[src/rtl/core/mer_pkg.sv]
// ----------------------------------------------------------------------------
// mer_pkg: shared types and microcode for the midpoint ellipse rasterizer
// Holds datapath widths, the control word layout, status flags, step
// addresses and the microcode ROM that drives the datapath.
// ----------------------------------------------------------------------------
package mer_pkg;

  localparam int RADIUS_BITS = 11;
  localparam int COORD_BITS  = 12;
  localparam int OUT_BITS    = COORD_BITS + 1;
  localparam int SQR_BITS    = 2 * RADIUS_BITS;        // radius squared
  localparam int MUL_BITS    = 2 * (RADIUS_BITS + 1);  // (2x+1)^2 fits here
  localparam int PROD_BITS   = 2 * MUL_BITS;
  localparam int DEC_BITS    = 48;
  localparam int STEP_BITS   = 6;
  localparam int CFG_IDX_BITS = 2;

  // configuration register indexes
  localparam logic [CFG_IDX_BITS-1:0] CFG_CENTER_X = 2'd0;
  localparam logic [CFG_IDX_BITS-1:0] CFG_CENTER_Y = 2'd1;
  localparam logic [CFG_IDX_BITS-1:0] CFG_RADIUS_X = 2'd2;
  localparam logic [CFG_IDX_BITS-1:0] CFG_RADIUS_Y = 2'd3;

  // quadrant of the last point of a pixel
  localparam logic [1:0] QUAD_LAST = 2'd3;

  // microcode entry points
  localparam logic [STEP_BITS-1:0] STEP_IDLE   = 6'd0;
  localparam logic [STEP_BITS-1:0] STEP_INIT   = 6'd1;
  localparam logic [STEP_BITS-1:0] STEP_CHECK  = 6'd7;
  localparam logic [STEP_BITS-1:0] STEP_EMIT   = 6'd16;
  localparam logic [STEP_BITS-1:0] STEP_ADV    = 6'd20;
  localparam logic [STEP_BITS-1:0] STEP_R1_NEG = 6'd29;
  localparam logic [STEP_BITS-1:0] STEP_R2     = 6'd33;
  localparam logic [STEP_BITS-1:0] STEP_R2_POS = 6'd40;
  localparam logic [STEP_BITS-1:0] STEP_FIN    = 6'd44;

  typedef enum logic [3:0] {
    SRC_ONE,
    SRC_RX,
    SRC_RY,
    SRC_RX2,
    SRC_RY2,
    SRC_PX,
    SRC_PY,
    SRC_TX,
    SRC_YM,
    SRC_SQ
  } mer_src_t;

  typedef enum logic [2:0] {
    ACC_HOLD,
    ACC_LOAD,
    ACC_ADD,
    ACC_SUB,
    ACC_LOAD_DEC
  } mer_acc_t;

  typedef enum logic [2:0] {
    COND_NEXT,
    COND_ALWAYS,
    COND_PY_ZERO,
    COND_REGION2,
    COND_DEC_NEG,
    COND_DEC_POS,
    COND_ACC_LT
  } mer_cond_t;

  typedef struct packed {
    mer_src_t              src_a;
    mer_src_t              src_b;
    mer_acc_t              acc_op;
    logic [1:0]            shift;
    logic                  init;
    logic                  rx2_we;
    logic                  ry2_we;
    logic                  sq_we;
    logic                  dec_we;
    logic                  px_inc;
    logic                  py_dec;
    logic                  r2_set;
    logic                  fin_set;
    logic                  emit;
    logic [1:0]            quad;
    logic                  wait_in;
    mer_cond_t             cond;
    logic [STEP_BITS-1:0]  target;
  } mer_uword_t;

  typedef struct packed {
    logic fin;
    logic region2;
    logic py_zero;
    logic dec_neg;
    logic dec_pos;
    logic acc_lt;
    logic out_busy;
  } mer_status_t;

  localparam mer_uword_t UW_NOP = '{
    src_a: SRC_ONE, src_b: SRC_ONE, acc_op: ACC_HOLD, shift: 2'd0,
    init: 1'b0, rx2_we: 1'b0, ry2_we: 1'b0, sq_we: 1'b0, dec_we: 1'b0,
    px_inc: 1'b0, py_dec: 1'b0, r2_set: 1'b0, fin_set: 1'b0, emit: 1'b0,
    quad: 2'd0, wait_in: 1'b0, cond: COND_NEXT, target: STEP_IDLE
  };

  // Microcode ROM. Each step multiplies src_a by src_b into the product
  // register and applies acc_op to the product of the previous step.
  function automatic mer_uword_t mer_ucode(input logic [STEP_BITS-1:0] addr);
    mer_uword_t uw;
    uw = UW_NOP;
    unique case (addr)
      // wait for a transaction
      STEP_IDLE: uw.wait_in = 1'b1;
      // restart: latch squares, decision = 4ry^2 - 4rx^2*ry + rx^2
      STEP_INIT: begin
        uw.init = 1'b1; uw.src_a = SRC_RX; uw.src_b = SRC_RX;
      end
      STEP_INIT + 6'd1: begin
        uw.rx2_we = 1'b1; uw.src_a = SRC_RY; uw.src_b = SRC_RY;
      end
      STEP_INIT + 6'd2: begin
        uw.ry2_we = 1'b1; uw.src_a = SRC_RX2; uw.src_b = SRC_PY;
        uw.acc_op = ACC_LOAD; uw.shift = 2'd2;
      end
      STEP_INIT + 6'd3: begin
        uw.src_a = SRC_RX2; uw.src_b = SRC_ONE;
        uw.acc_op = ACC_SUB; uw.shift = 2'd2;
      end
      STEP_INIT + 6'd4: uw.acc_op = ACC_ADD;
      STEP_INIT + 6'd5: uw.dec_we = 1'b1;
      // region test ry^2*x >= rx^2*y, then region-two decision
      STEP_CHECK: begin
        uw.src_a = SRC_RY2; uw.src_b = SRC_PX;
        uw.cond = COND_REGION2; uw.target = STEP_EMIT;
      end
      STEP_CHECK + 6'd1: begin
        uw.src_a = SRC_RX2; uw.src_b = SRC_PY; uw.acc_op = ACC_LOAD;
      end
      STEP_CHECK + 6'd2: begin
        uw.src_a = SRC_TX; uw.src_b = SRC_TX;
        uw.cond = COND_ACC_LT; uw.target = STEP_EMIT;
      end
      STEP_CHECK + 6'd3: begin
        uw.r2_set = 1'b1; uw.sq_we = 1'b1; uw.src_a = SRC_YM; uw.src_b = SRC_YM;
      end
      STEP_CHECK + 6'd4: begin
        uw.sq_we = 1'b1; uw.src_a = SRC_RY2; uw.src_b = SRC_SQ;
      end
      STEP_CHECK + 6'd5: begin
        uw.src_a = SRC_RX2; uw.src_b = SRC_SQ; uw.acc_op = ACC_LOAD;
      end
      STEP_CHECK + 6'd6: begin
        uw.src_a = SRC_RX2; uw.src_b = SRC_RY2;
        uw.acc_op = ACC_ADD; uw.shift = 2'd2;
      end
      STEP_CHECK + 6'd7: begin
        uw.acc_op = ACC_SUB; uw.shift = 2'd2;
      end
      STEP_CHECK + 6'd8: uw.dec_we = 1'b1;
      // four symmetric points
      STEP_EMIT:         begin uw.emit = 1'b1; uw.quad = 2'd0; end
      STEP_EMIT + 6'd1:  begin uw.emit = 1'b1; uw.quad = 2'd1; end
      STEP_EMIT + 6'd2:  begin uw.emit = 1'b1; uw.quad = 2'd2; end
      STEP_EMIT + 6'd3:  begin uw.emit = 1'b1; uw.quad = QUAD_LAST; end
      // advance one pixel
      STEP_ADV: begin
        uw.cond = COND_PY_ZERO; uw.target = STEP_FIN;
      end
      STEP_ADV + 6'd1: begin
        uw.cond = COND_REGION2; uw.target = STEP_R2;
      end
      STEP_ADV + 6'd2: begin
        uw.px_inc = 1'b1; uw.cond = COND_DEC_NEG; uw.target = STEP_R1_NEG;
      end
      STEP_ADV + 6'd3: uw.py_dec = 1'b1;
      STEP_ADV + 6'd4: begin
        uw.src_a = SRC_RY2; uw.src_b = SRC_PX; uw.acc_op = ACC_LOAD_DEC;
      end
      STEP_ADV + 6'd5: begin
        uw.src_a = SRC_RX2; uw.src_b = SRC_PY;
        uw.acc_op = ACC_ADD; uw.shift = 2'd3;
      end
      STEP_ADV + 6'd6: begin
        uw.src_a = SRC_RY2; uw.src_b = SRC_ONE;
        uw.acc_op = ACC_SUB; uw.shift = 2'd3;
      end
      STEP_ADV + 6'd7: begin
        uw.acc_op = ACC_ADD; uw.shift = 2'd2;
      end
      STEP_ADV + 6'd8: begin
        uw.dec_we = 1'b1; uw.cond = COND_ALWAYS; uw.target = STEP_IDLE;
      end
      STEP_R1_NEG: begin
        uw.src_a = SRC_RY2; uw.src_b = SRC_PX; uw.acc_op = ACC_LOAD_DEC;
      end
      STEP_R1_NEG + 6'd1: begin
        uw.src_a = SRC_RY2; uw.src_b = SRC_ONE;
        uw.acc_op = ACC_ADD; uw.shift = 2'd3;
      end
      STEP_R1_NEG + 6'd2: begin
        uw.acc_op = ACC_ADD; uw.shift = 2'd2;
      end
      STEP_R1_NEG + 6'd3: begin
        uw.dec_we = 1'b1; uw.cond = COND_ALWAYS; uw.target = STEP_IDLE;
      end
      STEP_R2: begin
        uw.py_dec = 1'b1; uw.cond = COND_DEC_POS; uw.target = STEP_R2_POS;
      end
      STEP_R2 + 6'd1: uw.px_inc = 1'b1;
      STEP_R2 + 6'd2: begin
        uw.src_a = SRC_RY2; uw.src_b = SRC_PX; uw.acc_op = ACC_LOAD_DEC;
      end
      STEP_R2 + 6'd3: begin
        uw.src_a = SRC_RX2; uw.src_b = SRC_PY;
        uw.acc_op = ACC_ADD; uw.shift = 2'd3;
      end
      STEP_R2 + 6'd4: begin
        uw.src_a = SRC_RX2; uw.src_b = SRC_ONE;
        uw.acc_op = ACC_SUB; uw.shift = 2'd3;
      end
      STEP_R2 + 6'd5: begin
        uw.acc_op = ACC_ADD; uw.shift = 2'd2;
      end
      STEP_R2 + 6'd6: begin
        uw.dec_we = 1'b1; uw.cond = COND_ALWAYS; uw.target = STEP_IDLE;
      end
      STEP_R2_POS: begin
        uw.src_a = SRC_RX2; uw.src_b = SRC_PY; uw.acc_op = ACC_LOAD_DEC;
      end
      STEP_R2_POS + 6'd1: begin
        uw.src_a = SRC_RX2; uw.src_b = SRC_ONE;
        uw.acc_op = ACC_SUB; uw.shift = 2'd3;
      end
      STEP_R2_POS + 6'd2: begin
        uw.acc_op = ACC_ADD; uw.shift = 2'd2;
      end
      STEP_R2_POS + 6'd3: begin
        uw.dec_we = 1'b1; uw.cond = COND_ALWAYS; uw.target = STEP_IDLE;
      end
      STEP_FIN: begin
        uw.fin_set = 1'b1; uw.cond = COND_ALWAYS; uw.target = STEP_IDLE;
      end
      default: begin
        uw.cond = COND_ALWAYS; uw.target = STEP_IDLE;
      end
    endcase
    return uw;
  endfunction

endpackage

[src/rtl/core/mer_if.sv]
// ----------------------------------------------------------------------------
// mer_if: stream channels of the midpoint ellipse rasterizer
// Valid/ready channels for start items and for plotted points.
// ----------------------------------------------------------------------------
interface mer_in_if;
  logic valid;
  logic ready;
  logic start_new;

  modport source (output valid, output start_new, input ready);
  modport sink   (input valid, input start_new, output ready);
endinterface

interface mer_out_if;
  logic                                valid;
  logic                                ready;
  logic signed [mer_pkg::OUT_BITS-1:0] point_x;
  logic signed [mer_pkg::OUT_BITS-1:0] point_y;
  logic                                last_of_pixel;
  logic                                final_pixel;

  modport source (output valid, output point_x, output point_y,
                  output last_of_pixel, output final_pixel, input ready);
  modport sink   (input valid, input point_x, input point_y,
                  input last_of_pixel, input final_pixel, output ready);
endinterface

[src/rtl/core/midpoint_ellipse_rasterizer.sv]
// ----------------------------------------------------------------------------
// midpoint_ellipse_rasterizer: two-region midpoint ellipse outline generator
// Microcoded sequencer over one multiplier; emits four symmetric points per
// pixel through a registered output.
// ----------------------------------------------------------------------------
// Program center and radii first, then send a transaction with start_new set:
// it latches the squared radii, restarts at pixel (0, radius_y) and emits
// that pixel's four points. Each further transaction with start_new clear
// emits the next pixel; the pixel with y = 0 carries final_pixel, and after
// it transactions are consumed without producing points. Points come in the
// order (+x,+y), (-x,+y), (-x,-y), (+x,-y), the fourth with last_of_pixel.
// Input is taken one transaction at a time: a transaction runs the dispatch,
// the region test, the four point steps and the decision update (the pixel
// with y = 0 skips the update), a start first runs the init steps, the
// switch into region two adds the region-two setup steps, and a transaction
// after the outline is done only passes the dispatch. The microcode program
// runs every product through the single 24x24 multiplier one step at a time;
// output back-pressure holds the sequencer at an emit step. The center is
// read when each point is formed; new radii take effect at the next start.
// ----------------------------------------------------------------------------
module midpoint_ellipse_rasterizer (
  input  logic                                clk,
  input  logic                                rst_n,
  mer_in_if.sink                              in_ch,
  mer_out_if.source                           out_ch,
  input  logic                                cfg_we,
  input  logic [mer_pkg::CFG_IDX_BITS-1:0]    cfg_index,
  input  logic [mer_pkg::COORD_BITS-1:0]      cfg_data
);

  logic signed [mer_pkg::COORD_BITS-1:0] center_x_r;
  logic signed [mer_pkg::COORD_BITS-1:0] center_y_r;
  logic [mer_pkg::RADIUS_BITS-1:0]       radius_x_r;
  logic [mer_pkg::RADIUS_BITS-1:0]       radius_y_r;

  mer_pkg::mer_uword_t  uword;
  mer_pkg::mer_status_t status;

  // configuration registers, to be written only while idle; the block does not enforce this
  always_ff @(posedge clk) begin
    if (!rst_n) begin
      center_x_r <= '0;
      center_y_r <= '0;
      radius_x_r <= '0;
      radius_y_r <= '0;
    end else if (cfg_we) begin
      unique case (cfg_index)
        mer_pkg::CFG_CENTER_X: center_x_r <= cfg_data;
        mer_pkg::CFG_CENTER_Y: center_y_r <= cfg_data;
        mer_pkg::CFG_RADIUS_X: radius_x_r <= cfg_data[mer_pkg::RADIUS_BITS-1:0];
        mer_pkg::CFG_RADIUS_Y: radius_y_r <= cfg_data[mer_pkg::RADIUS_BITS-1:0];
        default: ;
      endcase
    end
  end

  // step counter and microcode ROM
  mer_seq u_seq (
    .clk      (clk),
    .rst_n    (rst_n),
    .in_valid (in_ch.valid),
    .in_start (in_ch.start_new),
    .in_ready (in_ch.ready),
    .status   (status),
    .uword    (uword)
  );

  // pixel state, decision arithmetic and the output register
  mer_dp u_dp (
    .clk         (clk),
    .rst_n       (rst_n),
    .uword       (uword),
    .center_x    (center_x_r),
    .center_y    (center_y_r),
    .radius_x    (radius_x_r),
    .radius_y    (radius_y_r),
    .status      (status),
    .out_ready   (out_ch.ready),
    .out_valid   (out_ch.valid),
    .out_point_x (out_ch.point_x),
    .out_point_y (out_ch.point_y),
    .out_last    (out_ch.last_of_pixel),
    .out_final   (out_ch.final_pixel)
  );

  // a start transaction clears the finished flag once the init step has run
  a_start_arms: assert property (@(posedge clk) disable iff (!rst_n)
    (in_ch.valid && in_ch.ready && in_ch.start_new) |-> ##2 !status.fin)
    else $error("finished flag still set after a start transaction");

  // region two is left only through a restart
  a_region_sticky: assert property (@(posedge clk) disable iff (!rst_n)
    $fell(status.region2) |-> $past(uword.init))
    else $error("region two cleared without a restart");

  // the outline ends only on the pixel with y = 0
  a_fin_at_y0: assert property (@(posedge clk) disable iff (!rst_n)
    ($rose(status.fin) && $past(rst_n)) |-> $past(status.py_zero))
    else $error("outline finished before y reached zero");

  // points leave only from the emit steps, never while input is taken
  a_emit_excl: assert property (@(posedge clk) disable iff (!rst_n)
    in_ch.ready |-> !uword.emit)
    else $error("emit step overlaps input dispatch");

endmodule

[src/rtl/core/mer_seq.sv]
// ----------------------------------------------------------------------------
// mer_seq: microcode sequencer
// Step counter over the microcode ROM with conditional jumps, input
// dispatch at the idle step and hold while the output register is full.
// ----------------------------------------------------------------------------
module mer_seq (
  input  logic                 clk,
  input  logic                 rst_n,
  input  logic                 in_valid,
  input  logic                 in_start,
  output logic                 in_ready,
  input  mer_pkg::mer_status_t status,
  output mer_pkg::mer_uword_t  uword
);

  logic [mer_pkg::STEP_BITS-1:0] step_r;
  logic [mer_pkg::STEP_BITS-1:0] step_nxt;
  logic                          cond_hit;

  assign uword = mer_pkg::mer_ucode(step_r);

  always_comb begin
    unique case (uword.cond)
      mer_pkg::COND_NEXT:    cond_hit = 1'b0;
      mer_pkg::COND_ALWAYS:  cond_hit = 1'b1;
      mer_pkg::COND_PY_ZERO: cond_hit = status.py_zero;
      mer_pkg::COND_REGION2: cond_hit = status.region2;
      mer_pkg::COND_DEC_NEG: cond_hit = status.dec_neg;
      mer_pkg::COND_DEC_POS: cond_hit = status.dec_pos;
      mer_pkg::COND_ACC_LT:  cond_hit = status.acc_lt;
      default:               cond_hit = 1'b0;
    endcase
  end

  always_comb begin
    in_ready = uword.wait_in;
    priority if (uword.wait_in) begin
      if (!in_valid) begin
        step_nxt = mer_pkg::STEP_IDLE;
      end else if (in_start) begin
        step_nxt = mer_pkg::STEP_INIT;
      end else if (status.fin) begin
        step_nxt = mer_pkg::STEP_IDLE;
      end else begin
        step_nxt = mer_pkg::STEP_CHECK;
      end
    end else if (uword.emit && status.out_busy) begin
      step_nxt = step_r;
    end else if (cond_hit) begin
      step_nxt = uword.target;
    end else begin
      step_nxt = step_r + 1'b1;
    end
  end

  always_ff @(posedge clk) begin
    if (!rst_n) begin
      step_r <= mer_pkg::STEP_IDLE;
    end else begin
      step_r <= step_nxt;
    end
  end

endmodule

[src/rtl/core/mer_dp.sv]
// ----------------------------------------------------------------------------
// mer_dp: rasterizer datapath
// Pixel and decision registers, one registered multiplier, an accumulator
// and the output register for plotted points.
// ----------------------------------------------------------------------------
module mer_dp (
  input  logic                                 clk,
  input  logic                                 rst_n,
  input  mer_pkg::mer_uword_t                  uword,
  input  logic signed [mer_pkg::COORD_BITS-1:0] center_x,
  input  logic signed [mer_pkg::COORD_BITS-1:0] center_y,
  input  logic [mer_pkg::RADIUS_BITS-1:0]      radius_x,
  input  logic [mer_pkg::RADIUS_BITS-1:0]      radius_y,
  output mer_pkg::mer_status_t                 status,
  input  logic                                 out_ready,
  output logic                                 out_valid,
  output logic signed [mer_pkg::OUT_BITS-1:0]  out_point_x,
  output logic signed [mer_pkg::OUT_BITS-1:0]  out_point_y,
  output logic                                 out_last,
  output logic                                 out_final
);

  logic [mer_pkg::RADIUS_BITS-1:0] px_r;
  logic [mer_pkg::RADIUS_BITS-1:0] py_r;
  logic [mer_pkg::DEC_BITS-1:0]    dec_r;
  logic [mer_pkg::DEC_BITS-1:0]    acc_r;
  logic [mer_pkg::DEC_BITS-1:0]    acc_nxt;
  logic [mer_pkg::PROD_BITS-1:0]   prod_r;
  logic [mer_pkg::SQR_BITS-1:0]    rx2_r;
  logic [mer_pkg::SQR_BITS-1:0]    ry2_r;
  logic [mer_pkg::MUL_BITS-1:0]    sq_r;
  logic                            r2_r;
  logic                            fin_r;

  logic [mer_pkg::MUL_BITS-1:0]    op_a;
  logic [mer_pkg::MUL_BITS-1:0]    op_b;
  logic [mer_pkg::DEC_BITS-1:0]    prod_sh;
  logic [mer_pkg::RADIUS_BITS-1:0] ym;
  logic [mer_pkg::RADIUS_BITS:0]   tx;
  logic                            out_load;
  logic signed [mer_pkg::OUT_BITS-1:0] cx_ext;
  logic signed [mer_pkg::OUT_BITS-1:0] cy_ext;
  logic signed [mer_pkg::OUT_BITS-1:0] px_ext;
  logic signed [mer_pkg::OUT_BITS-1:0] py_ext;

  // |y-1| squares the same as y-1, also when y is zero
  assign ym = (py_r == '0) ? mer_pkg::RADIUS_BITS'(1) : py_r - 1'b1;
  assign tx = {px_r, 1'b1};

  function automatic logic [mer_pkg::MUL_BITS-1:0] pick(
    input mer_pkg::mer_src_t               sel,
    input logic [mer_pkg::RADIUS_BITS-1:0] rx,
    input logic [mer_pkg::RADIUS_BITS-1:0] ry,
    input logic [mer_pkg::SQR_BITS-1:0]    rx2,
    input logic [mer_pkg::SQR_BITS-1:0]    ry2,
    input logic [mer_pkg::RADIUS_BITS-1:0] px,
    input logic [mer_pkg::RADIUS_BITS-1:0] py,
    input logic [mer_pkg::RADIUS_BITS:0]   txv,
    input logic [mer_pkg::RADIUS_BITS-1:0] ymv,
    input logic [mer_pkg::MUL_BITS-1:0]    sq
  );
    logic [mer_pkg::MUL_BITS-1:0] v;
    unique case (sel)
      mer_pkg::SRC_ONE: v = mer_pkg::MUL_BITS'(1);
      mer_pkg::SRC_RX:  v = mer_pkg::MUL_BITS'(rx);
      mer_pkg::SRC_RY:  v = mer_pkg::MUL_BITS'(ry);
      mer_pkg::SRC_RX2: v = mer_pkg::MUL_BITS'(rx2);
      mer_pkg::SRC_RY2: v = mer_pkg::MUL_BITS'(ry2);
      mer_pkg::SRC_PX:  v = mer_pkg::MUL_BITS'(px);
      mer_pkg::SRC_PY:  v = mer_pkg::MUL_BITS'(py);
      mer_pkg::SRC_TX:  v = mer_pkg::MUL_BITS'(txv);
      mer_pkg::SRC_YM:  v = mer_pkg::MUL_BITS'(ymv);
      mer_pkg::SRC_SQ:  v = sq;
      default:          v = '0;
    endcase
    return v;
  endfunction

  assign op_a = pick(uword.src_a, radius_x, radius_y, rx2_r, ry2_r,
                     px_r, py_r, tx, ym, sq_r);
  assign op_b = pick(uword.src_b, radius_x, radius_y, rx2_r, ry2_r,
                     px_r, py_r, tx, ym, sq_r);

  assign prod_sh = mer_pkg::DEC_BITS'(prod_r) << uword.shift;

  always_comb begin
    unique case (uword.acc_op)
      mer_pkg::ACC_HOLD:     acc_nxt = acc_r;
      mer_pkg::ACC_LOAD:     acc_nxt = prod_sh;
      mer_pkg::ACC_ADD:      acc_nxt = acc_r + prod_sh;
      mer_pkg::ACC_SUB:      acc_nxt = acc_r - prod_sh;
      mer_pkg::ACC_LOAD_DEC: acc_nxt = dec_r;
      default:               acc_nxt = acc_r;
    endcase
  end

  assign status.fin      = fin_r;
  assign status.region2  = r2_r;
  assign status.py_zero  = (py_r == '0);
  assign status.dec_neg  = dec_r[mer_pkg::DEC_BITS-1];
  assign status.dec_pos  = !dec_r[mer_pkg::DEC_BITS-1] && (dec_r != '0);
  assign status.acc_lt   = acc_r < mer_pkg::DEC_BITS'(prod_r);
  assign status.out_busy = out_valid && !out_ready;

  assign out_load = uword.emit && !status.out_busy;

  assign cx_ext = mer_pkg::OUT_BITS'(center_x);
  assign cy_ext = mer_pkg::OUT_BITS'(center_y);
  assign px_ext = mer_pkg::OUT_BITS'(px_r);
  assign py_ext = mer_pkg::OUT_BITS'(py_r);

  always_ff @(posedge clk) begin
    prod_r <= mer_pkg::PROD_BITS'(op_a) * mer_pkg::PROD_BITS'(op_b);
    acc_r  <= acc_nxt;
    if (uword.sq_we) begin
      sq_r <= prod_r[mer_pkg::MUL_BITS-1:0];
    end
    // quadrant order: (+x,+y) (-x,+y) (-x,-y) (+x,-y)
    if (out_load) begin
      out_point_x <= (uword.quad[0] ^ uword.quad[1]) ? cx_ext - px_ext : cx_ext + px_ext;
      out_point_y <= uword.quad[1] ? cy_ext - py_ext : cy_ext + py_ext;
      out_last    <= (uword.quad == mer_pkg::QUAD_LAST);
      out_final   <= (py_r == '0);
    end
  end

  always_ff @(posedge clk) begin
    if (!rst_n) begin
      px_r      <= '0;
      py_r      <= '0;
      dec_r     <= '0;
      rx2_r     <= '0;
      ry2_r     <= '0;
      r2_r      <= 1'b0;
      fin_r     <= 1'b1;
      out_valid <= 1'b0;
    end else begin
      if (uword.init) begin
        px_r  <= '0;
        py_r  <= radius_y;
        r2_r  <= 1'b0;
        fin_r <= 1'b0;
      end
      // saturate x at the top of its range
      if (uword.px_inc && (px_r != '1)) begin
        px_r <= px_r + 1'b1;
      end
      if (uword.py_dec) begin
        py_r <= py_r - 1'b1;
      end
      if (uword.rx2_we) begin
        rx2_r <= prod_r[mer_pkg::SQR_BITS-1:0];
      end
      if (uword.ry2_we) begin
        ry2_r <= prod_r[mer_pkg::SQR_BITS-1:0];
      end
      if (uword.dec_we) begin
        dec_r <= acc_r;
      end
      if (uword.r2_set) begin
        r2_r <= 1'b1;
      end
      if (uword.fin_set) begin
        fin_r <= 1'b1;
      end
      if (out_load) begin
        out_valid <= 1'b1;
      end else if (out_ready) begin
        out_valid <= 1'b0;
      end
    end
  end

endmodule
[src/flat_wrapper.sv]
// flat-port wrapper written by rule: the top's interface ports become plain ports
module midpoint_ellipse_rasterizer_flat 
  (clk, rst_n, cfg_we, cfg_index, cfg_data, in_ch_valid, in_ch_start_new, in_ch_ready, out_ch_valid, out_ch_point_x, out_ch_point_y, out_ch_last_of_pixel, out_ch_final_pixel, out_ch_ready);
  mer_in_if in_ch_i ();
  mer_out_if out_ch_i ();
  input  logic clk;
  input  logic rst_n;
  input  logic cfg_we;
  input  logic [mer_pkg::CFG_IDX_BITS-1:0] cfg_index;
  input  logic [mer_pkg::COORD_BITS-1:0] cfg_data;
  input wire logic [$bits(in_ch_i.valid)-1:0] in_ch_valid;
  input wire logic [$bits(in_ch_i.start_new)-1:0] in_ch_start_new;
  output wire logic [$bits(in_ch_i.ready)-1:0] in_ch_ready;
  output wire logic [$bits(out_ch_i.valid)-1:0] out_ch_valid;
  output wire logic [$bits(out_ch_i.point_x)-1:0] out_ch_point_x;
  output wire logic [$bits(out_ch_i.point_y)-1:0] out_ch_point_y;
  output wire logic [$bits(out_ch_i.last_of_pixel)-1:0] out_ch_last_of_pixel;
  output wire logic [$bits(out_ch_i.final_pixel)-1:0] out_ch_final_pixel;
  input wire logic [$bits(out_ch_i.ready)-1:0] out_ch_ready;
  assign in_ch_i.valid = in_ch_valid;
  assign in_ch_i.start_new = in_ch_start_new;
  assign in_ch_ready = in_ch_i.ready;
  assign out_ch_valid = out_ch_i.valid;
  assign out_ch_point_x = out_ch_i.point_x;
  assign out_ch_point_y = out_ch_i.point_y;
  assign out_ch_last_of_pixel = out_ch_i.last_of_pixel;
  assign out_ch_final_pixel = out_ch_i.final_pixel;
  assign out_ch_i.ready = out_ch_ready;
  midpoint_ellipse_rasterizer u_core (.clk(clk), .rst_n(rst_n), .in_ch(in_ch_i), .out_ch(out_ch_i), .cfg_we(cfg_we), .cfg_index(cfg_index), .cfg_data(cfg_data));
endmodule
[config.mk]
export PLATFORM = sky130hd
export DESIGN_NAME = midpoint_ellipse_rasterizer_flat
export DESIGN_NICKNAME = d
export VERILOG_FILES = /design/src/rtl/core/mer_pkg.sv /design/src/rtl/core/mer_if.sv /design/src/rtl/core/midpoint_ellipse_rasterizer.sv /design/src/rtl/core/mer_seq.sv /design/src/rtl/core/mer_dp.sv /design/src/flat_wrapper.sv
export SDC_FILE = /design/constraint.sdc
export NUM_CORES = 2
export LEC_CHECK = 0
export CAP_MARGIN = 20
export CORE_MARGIN = 2
export CORE_UTILIZATION = 55
export CTS_CLUSTER_DIAMETER = 100
export DETAILED_ROUTE_END_ITERATION = 6
export DONT_BUFFER_PORTS = 1
export MAX_ROUTING_LAYER = met4
export PLACE_DENSITY = 0.76
export REMOVE_ABC_BUFFERS = 1
export SYNTH_ARGS = -nofsm -noshare
export SYNTH_HDL_FRONTEND = slang
export SYNTH_HIERARCHICAL = 1
export SYNTH_SLANG_ARGS = --single-unit
[constraint.sdc]
create_clock -name clk -period 17.3 [get_ports clk]
set_input_delay 2.595 -clock clk [delete_from_list [all_inputs] [get_ports clk]]
set_output_delay 2.595 -clock clk [all_outputs]
set_load 0.01 [all_outputs]
==> reports/qor.csv <==
metric;value;unit
cp.arrival;11.94;ns
final_util;58.4;%
grt_start_max_net_pins;179;
wl_per_cell;21.6;µm
maxCapViolCount;0;
track_usage;33.2;%
max_freq;0.0874;GHz
rows;99;
wl;120;mm
total_leakage_power;19.4;nW
antenna_found_initial;1;
post_cts_buffers;0;
die_h;276;µm
syn-cell-area;0.0405;mm²
ir_drop;0.000188;V
finalHoldWorstSlack;0.464;ns
slowest_stage;nand2_1;
worstHoldEndpoint;u_core/center_x_r[10];
power-per-cell-area;135;mW/mm²
port_buffers;0;
placedCellCount;5488;
tightestPinTransition;1.15;ns
drc;0;
crit_path_end_kind;register;
slew_viol_final;0;
drive_gt1_share;4.98;%
fin_worst_skew;0.0403;ns
worstHoldStart;u_core/center_x_r[10];
clkTransAtPathRegs;0.06;ns
fin_crit_sh;66.1;%
ant_nets;0;
numCtsBuffers;39;
cts.sinks;317;
final-hold-violation-count;0;
grt.overflow.total;0;
crit_fanout;26;
start_util;55.6;%
grt_pass1_wl;191;mm
vias_per_cell;6.06;
h-tree-depth;2;
worstRegToRegCells;35;
post-route-min-period;11.44;ns
dieArea;0.0759;mm²
final_area;0.0426;mm²
hold_path_class;register to register;
cts_root_buf;clkbuf_16;
max_slew_margin;23.2;%
io_pins;50;
finalWeightedCongestion;0.988;
layout_commonest_cell;inv_1;
p_total;5.75;mW
vias;33700;
rsz0062_at_grt;no;
drtIter0Drc;3435;
pre_cts_slack;6.01;ns
final_cells;5562;
finalSetupViolCount;0;
path_class;register to register;
core_region_area;0.0730;mm²
clock_latency;0.60;ns
first_global_vias;33900;
dp_hpwl;89.7;mm
cp-start-kind;register;
min_path_cells;2;
slowest_delay;0.79;ns
die_w;276;µm
hold_buffers;0;
place_area;0.0414;mm²
synth_warnings;6;
outcome;completed;
final.setup.worst_slack;5.86;ns
syn2layout_area_growth;5.16;%
r2r-start;u_core/u_seq/step_r[0];
synth_cells;4714;
clockBufferDepth;3;
required;17.80;ns
r2r_end;u_core/u_dp/prod_r[46];
num-nets-final;5379;
reg2reg_slack;5.86;ns
drt_first_pass_iters;6;
most-common-layout-cells;inv_1, nand2_1, fa_1;
syn_area_per_cell;8.60;µm²
path_common_cell;fa_1;
cts_tree;yes;
ctsResizeCount;0;
setup_tns;0;ns
-- per-layer routing --
metal / vias up / GRT usage [%] / routed length, µm
met4: 0 / 11.3 / 4580
met1: 16400 / 44.7 / 49900
met2: 1837 / 50.3 / 52800
li1: 15200 / - / -
met3: 299 / 6.35 / 13100
met5: - / - / 0
-- how the worst max path moves through the flow --
| stage | from | end | slack [ns] | cells after the start |
|---|---|---|---|---|
| CTS | u_core/u_seq/step_r[0] | u_core/u_dp/prod_r[46] | 5.95 | 35 |
| finish | u_core/u_seq/step_r[0] | u_core/u_dp/prod_r[46] | 5.86 | 35 |
| global placement | u_core/u_seq/step_r[0] | u_core/u_dp/prod_r[46] | 6.25 | 35 |
| detailed placement | u_core/u_seq/step_r[0] | u_core/u_dp/prod_r[46] | 6.01 | 35 |
| floorplan | u_core/u_seq/step_r[0] | u_core/u_dp/acc_r[43] | 6.57 | 25 |
| global route | u_core/u_seq/step_r[0] | u_core/u_dp/prod_r[46] | 5.38 | 35 |
-- worst max-delay path: cells and delay by family (launching register included) --
kind	cells	cell delay (ns)
adder cells (fa/ha/maj)	9	4.30
XOR/XNOR	1	0.16
buffers and inverters	6	0.81
flip-flops	1	0.44
AO/OA/AOI/OAI	10	3.03
AND/OR/NAND/NOR	9	2.53
-- sequential cells by signal, indices dropped and copies added (netlist names), 11 cells and up --
signal / cells
u_core/u_dp/py_r: 11
u_core/u_dp/out_point_x: 13
u_core/center_y_r: 12
u_core/u_dp/acc_r: 48
u_core/u_dp/rx2_r: 22
u_core/u_dp/dec_r: 48
u_core/u_dp/sq_r: 24
u_core/u_dp/ry2_r: 22
u_core/center_x_r: 12
u_core/radius_y_r: 11
u_core/u_dp/prod_r: 48
u_core/u_dp/out_point_y: 13
u_core/radius_x_r: 11
u_core/u_dp/px_r: 11
-- power breakdown --
| part | total (mW) | internal, mW | switching [mW] |
|---|---|---|---|
| sequential | 1.08 | 0.950 | 0.131 |
| clock | 0.810 | 0.444 | 0.366 |
| combinational | 3.86 | 1.47 | 2.39 |
| total | 5.75 | 2.86 | 2.89 |
-- layout make-up --
cell class,count,area (µm²)
Timing Repair Buffer,72,544
Antenna cell,1,2.50
Clock inverter,24,208
Inverter,730,2740
Sequential cell,317,7350
Multi-Input combinational cell,3411,29500
Tap cell,959,1200
Fill cell,6453,30300
Clock buffer,48,1050
Note: power is estimated with default switching activity, not from simulation.
